[src/design/rns_pkg.sv]
// ----------------------------------------------------------------------------
// rns_pkg: shared types and constants of the nearest sphere hit block
// Command kinds, queue item, sequencer states, fixed-point widths and the
// CORDIC arctangent table.
// ----------------------------------------------------------------------------
package rns_pkg;

	// Field widths of the item payload.
	localparam int ID_W    = 6;
	localparam int POS_W   = 24;
	localparam int ANG_W   = 16;
	localparam int RANGE_W = 23;
	localparam int RSQ_W   = 24;

	// CORDIC datapath: Q16 values with headroom.
	localparam int TRIG_W = 20;
	localparam int ITERS  = 16;
	localparam int IT_W   = 4;
	localparam logic signed [TRIG_W-1:0] CORDIC_K    = 20'sd39797;
	localparam logic signed [TRIG_W-1:0] HALF_PI_Q16 = 20'sd102944;
	localparam logic signed [TRIG_W-1:0] PI_Q16      = 20'sd205887;

	// Input modes as they arrive on the bus.
	localparam logic [1:0] MODE_UPDATE = 2'd0;
	localparam logic [1:0] MODE_SHOOT  = 2'd1;
	localparam logic [1:0] MODE_REMOVE = 2'd2;

	// Classified command kinds.
	typedef enum logic [1:0] {
		CMD_NOP,
		CMD_UPDATE,
		CMD_SHOOT,
		CMD_REMOVE
	} cmd_kind_t;

	// One queued command from the front end to the back end.
	typedef struct packed {
		cmd_kind_t               kind;
		logic [ID_W-1:0]         player_id;
		logic signed [POS_W-1:0] pos_x;
		logic signed [POS_W-1:0] pos_y;
		logic signed [POS_W-1:0] pos_z;
		logic signed [ANG_W-1:0] pitch;
		logic signed [ANG_W-1:0] yaw;
		logic                    alive;
	} cmd_t;

	// Back-end sequencer states.
	typedef enum logic [2:0] {
		ST_IDLE,
		ST_LOAD,
		ST_TRIG,
		ST_DIR,
		ST_SCAN,
		ST_EMIT
	} seq_state_t;

	// Arctangent of 2^-i in Q16 radians.
	function automatic logic signed [TRIG_W-1:0] atan_q16(input logic [IT_W-1:0] i);
		logic signed [TRIG_W-1:0] r;
		unique case (i)
			4'd0:    r = 20'sd51472;
			4'd1:    r = 20'sd30386;
			4'd2:    r = 20'sd16055;
			4'd3:    r = 20'sd8150;
			4'd4:    r = 20'sd4091;
			4'd5:    r = 20'sd2047;
			4'd6:    r = 20'sd1024;
			4'd7:    r = 20'sd512;
			4'd8:    r = 20'sd256;
			4'd9:    r = 20'sd128;
			4'd10:   r = 20'sd64;
			4'd11:   r = 20'sd32;
			4'd12:   r = 20'sd16;
			4'd13:   r = 20'sd8;
			4'd14:   r = 20'sd4;
			default: r = 20'sd2;
		endcase
		return r;
	endfunction

endpackage

[src/design/rns_front.sv]
// ----------------------------------------------------------------------------
// rns_front: input side of the nearest sphere hit block
// Accepts beats, classifies them into commands and holds them in a short
// queue that the back end drains at its own pace.
// ----------------------------------------------------------------------------
module rns_front #(
	parameter int MAX_PLAYERS = 64
) (
	input  logic          clk,
	input  logic          arst_n,
	input  logic          s_tvalid,
	output logic          s_tready,
	input  logic [111:0]  s_tdata,  // player_id, pos_x, pos_y, pos_z, pitch, yaw, alive, pad
	input  logic [1:0]    s_tuser,  // mode
	output logic          q_valid,
	input  logic          q_pop,
	output rns_pkg::cmd_t q_cmd
);

	localparam int DEPTH = 4;
	localparam int PTR_W = 2;

	rns_pkg::cmd_t        queue_q [DEPTH];
	logic [PTR_W-1:0]     wr_ptr_q, rd_ptr_q;
	logic [PTR_W:0]       count_q;
	rns_pkg::cmd_t        cmd_in;
	logic                 push, pop;

	// Classify the incoming beat.
	always_comb begin
		cmd_in.player_id = s_tdata[5:0];
		cmd_in.pos_x     = s_tdata[29:6];
		cmd_in.pos_y     = s_tdata[53:30];
		cmd_in.pos_z     = s_tdata[77:54];
		cmd_in.pitch     = s_tdata[93:78];
		cmd_in.yaw       = s_tdata[109:94];
		cmd_in.alive     = s_tdata[110];
		if (32'(s_tdata[5:0]) >= MAX_PLAYERS) begin
			cmd_in.kind = rns_pkg::CMD_NOP;
		end else if (s_tuser == rns_pkg::MODE_UPDATE) begin
			cmd_in.kind = rns_pkg::CMD_UPDATE;
		end else if (s_tuser == rns_pkg::MODE_SHOOT) begin
			cmd_in.kind = rns_pkg::CMD_SHOOT;
		end else if (s_tuser == rns_pkg::MODE_REMOVE) begin
			cmd_in.kind = rns_pkg::CMD_REMOVE;
		end else begin
			cmd_in.kind = rns_pkg::CMD_NOP;
		end
	end

	assign s_tready = (count_q != (PTR_W+1)'(DEPTH));
	assign push     = s_tvalid && s_tready;
	assign q_valid  = (count_q != '0);
	assign pop      = q_pop && q_valid;
	assign q_cmd    = queue_q[rd_ptr_q];

	// Queue storage.
	always_ff @(posedge clk) begin
		if (push) begin
			queue_q[wr_ptr_q] <= cmd_in;
		end
	end

	// Queue pointers and fill count.
	always_ff @(posedge clk or negedge arst_n) begin
		if (!arst_n) begin
			wr_ptr_q <= '0;
			rd_ptr_q <= '0;
			count_q  <= '0;
		end else begin
			if (push) wr_ptr_q <= wr_ptr_q + 1'b1;
			if (pop)  rd_ptr_q <= rd_ptr_q + 1'b1;
			if (push && !pop) begin
				count_q <= count_q + 1'b1;
			end else if (pop && !push) begin
				count_q <= count_q - 1'b1;
			end
		end
	end

endmodule

[config.mk]
export PLATFORM = sky130hd
export DESIGN_NAME = rns_front
export DESIGN_NICKNAME = d
export VERILOG_FILES = /design/src/design/rns_pkg.sv /design/src/design/rns_front.sv
export SDC_FILE = /design/constraint.sdc
export NUM_CORES = 1
export LEC_CHECK = 0
export ABC_AREA = 1
export BUFFER_PORTS_ARGS = -buffer_cell sky130_fd_sc_hd__buf_4
export CORE_MARGIN = 4
export CORE_UTILIZATION = 40
export CTS_BUF_LIST = sky130_fd_sc_hd__clkbuf_2 sky130_fd_sc_hd__clkbuf_4 sky130_fd_sc_hd__clkbuf_8
export CTS_CLUSTER_SIZE = 40
export DETAILED_ROUTE_END_ITERATION = 10
export SKIP_LAST_GASP = 1
export SYNTH_ARGS = -nofsm -noshare
export SYNTH_HDL_FRONTEND = slang
export SYNTH_SLANG_ARGS = --single-unit
[constraint.sdc]
create_clock -name clk -period 11.1 [get_ports clk]
set_input_delay 1.11 -clock clk [delete_from_list [all_inputs] [get_ports clk]]
set_output_delay 1.11 -clock clk [all_outputs]
set_load 0.02 [all_outputs]
==> flow_summary.ini <==
[route]
wl_met1_mm = 16.6
maxUsedRoutingLayer = met4
viasPerCell = 4.69
vias = 10700
drt_iter0_markers = 448
wire_per_inst_um = 16.6
detail-route-antenna-nets = 0
wl_met3_mm = 2.30
wl_met2_mm = 18.2
drt-pass1-iter-count = 4
drc = 0
finalWirelength_mm = 38.0

[logic_synthesis]
synth-seq-area-share_pct = 75.0
syn_inst = 1383
yosys.area.top_type_share_pct = 74.0
syn_nets = 1509
ys_top_cells_by_count = edfxtp_1 (452), nand2_1 (356), inv_1 (242), o211ai_1 (226), clkbuf_1 (38)
yosysMostFrequentCell = edfxtp_1
async_flop_share_pct = 1.53
ys_types = 18
synth-seq-cells = 459
netlist_top_cells_area = edfxtp_1 (74%), o211ai_1 (9.3%), nand2_1 (7.3%), inv_1 (5.0%), buf_6 (1.2%)
ys.warnings.count = 0
synth-edff-count = 452
synth_flop_cell = edfxtp_1
avgSynthCellArea_um2 = 13.3
synth_area_leader_cell = edfxtp_1
netlist_area_um2 = 18300

[setup_path]
crit_chain = inv_8 -> buf_12 -> nand2_1 -> o211ai_1 -> nand2_1 -> buf_4
path_buf_inv = 3
max_stage_delay_ns = 0.59
crit_top_cell = nand2_1
startpoint_type = flip-flop
crit_family = buffers and inverters
crit_fanout = 260
arrival_ns = 3.36
r2r_slack_ns = 7.96
cp-end-kind = output port
critical_path_class = flip-flop to output port
required_ns = 9.99
slowest_stage = inv_8

[clock_tree]
cts_tree = yes
path_clk_slew_ns = 0.06
cts_buffer_depth = 3
ctsResizeCount = 0
cts_htree_levels = 3
holdBufCountCts = 0
insertion_delay_ns = 0.62
numCtsBuffers = 77
root_buffer = clkbuf_8
clock-sinks = 459
post_cts_buffers = 0

[timing]
grt_setup_unrepaired = no
timing.setup.tns_ns = 0
setup_viol = 0
min_period_ns = 4.47
slew_viol_final = 0
max_freq_mhz = 224
post-route-period-util_pct = 40.2
hold_violations = 0
tightest_slew_ns = 1.38
slew_headroom_pct = 7.77
skew_ns = 0.0175

[flow_run]
max_cap_viol_count = 0

[power_and_ir_drop]
power_density_nw_per_um2 = 275
p_leak_nw = 8.81
peakVddDrop_mv = 0.241

[grt]
antenna_found_initial = 1
grt_pass1_wl_mm = 58.7
grt_overflow = 0
track_usage_pct = 15.2
first_global_vias = 10300
grt_max_degree = 261

[die]
core_um2 = 45400
die_area_um2 = 49300
die_x_um = 222
initial_core_util_pct = 40.4
die_h_um = 222
fp-row-count = 78
ioPinCount = 233

[final_layout]
area_growth_syn_to_layout_pct = 19.6
drive_above_1_share_pct = 21.9
fin_cells = 2284
nets = 1758

[outcome]
status = finished clean

[placement]
hpwl_mm = 20.2
port_buffers = 231
globalplace.congestion = 0.701
placedCellCount = 2153

[hold_path]
hp-class = input port to async pin
[layout make-up]
| class | instances | area [um^2] |
|---|---|---|
| clock inverter | 21 | 92.6 |
| inverter | 244 | 926 |
| antenna | 2 | 5.00 |
| fill | 3977 | 23400 |
| timing repair buffer | 245 | 1850 |
| clock buffer | 108 | 1310 |
| tap | 600 | 751 |
| multi-input combinational | 605 | 3250 |
| sequential | 459 | 13800 |
[sequential cells by signal, summed over array words and instances, names as in the netlist]
signal and cells:
queue_q 452, count_q 3, rd_ptr_q 2, wr_ptr_q 2
[worst paths after layout]
kind / end / depth (start not counted) / start
setup / recovery: q_cmd[103] / 6 / rd_ptr_q[0]
hold / removal: rd_ptr_q[0] / 1 / arst_n
setup reg to reg: queue_q[1][68] / 6 / count_q[0]
hold reg to reg: count_q[2] / 2 / count_q[2]
max in group asynchronous: rd_ptr_q[1] / 1 / arst_n
min in group clk: count_q[2] / 2 / count_q[2]
[cells by family after synthesis]
group,count (synthesis),synth area share (%)
flops,459,75.0
xor+xnor,1,0.0478
buf+inv,319,7.50
fa+ha+maj,8,0.587
compound gates,227,9.28
simple gates,369,7.63
[through the flow]
step                      power, mW  util [%]  instance area (um^2)  hold slack, ns  worst slack, ns
after floorplan                3.93         -                 18300           0.463             4.55
final                          6.04      48.3                 21900           0.315             6.63
after global routing           6.45      48.3                 21900           0.245             6.36
after global placement         4.74      45.2                 20500           0.488             7.31
after CTS                      6.16      48.3                 21900           0.223             6.55
after detailed placement       4.77      45.2                 20500           0.498             7.27
[routing by layer]
metal | vias to the layer above | GRT usage [%]
met1 | 5096 | 19.5
met2 | 219 | 24.5
met5 | - | 0
li1 | 5350 | -
met3 | 58 | 4.53
met4 | 0 | 5.86
[worst register-to-register path, cell delays in order, from the launching register on]
cell     delay, ns
dfrtp_1       0.41
inv_1         0.08
nand3_1       0.16
nand2_1       0.30
nor2_4        0.15
buf_4         0.69
buf_4         0.91
[report_power, final]
group	leakage [nW]	switching (mW)	internal, mW
sequential	4.22	0.0905	2.28
clock	0.746	0.612	0.754
combinational	3.84	1.53	0.773
[cells in the final DEF, fill, tap and decap left out, drive strengths merged]
cell,Yosys,routed
edfxtp,452,452
o21ai,1,1
nor2,4,4
clkinvlp,0,2
fa,1,1
inv,244,244
clkinv,0,19
or2,1,1
o211ai,226,226
clkbuf,38,108
buf,37,245
dfrtp,7,7
xnor2,1,1
nand2,356,356
ha,7,7
diode,0,2
nand3,7,7
nand4,1,1
No activity file was read; power rests on OpenSTA's default activity.
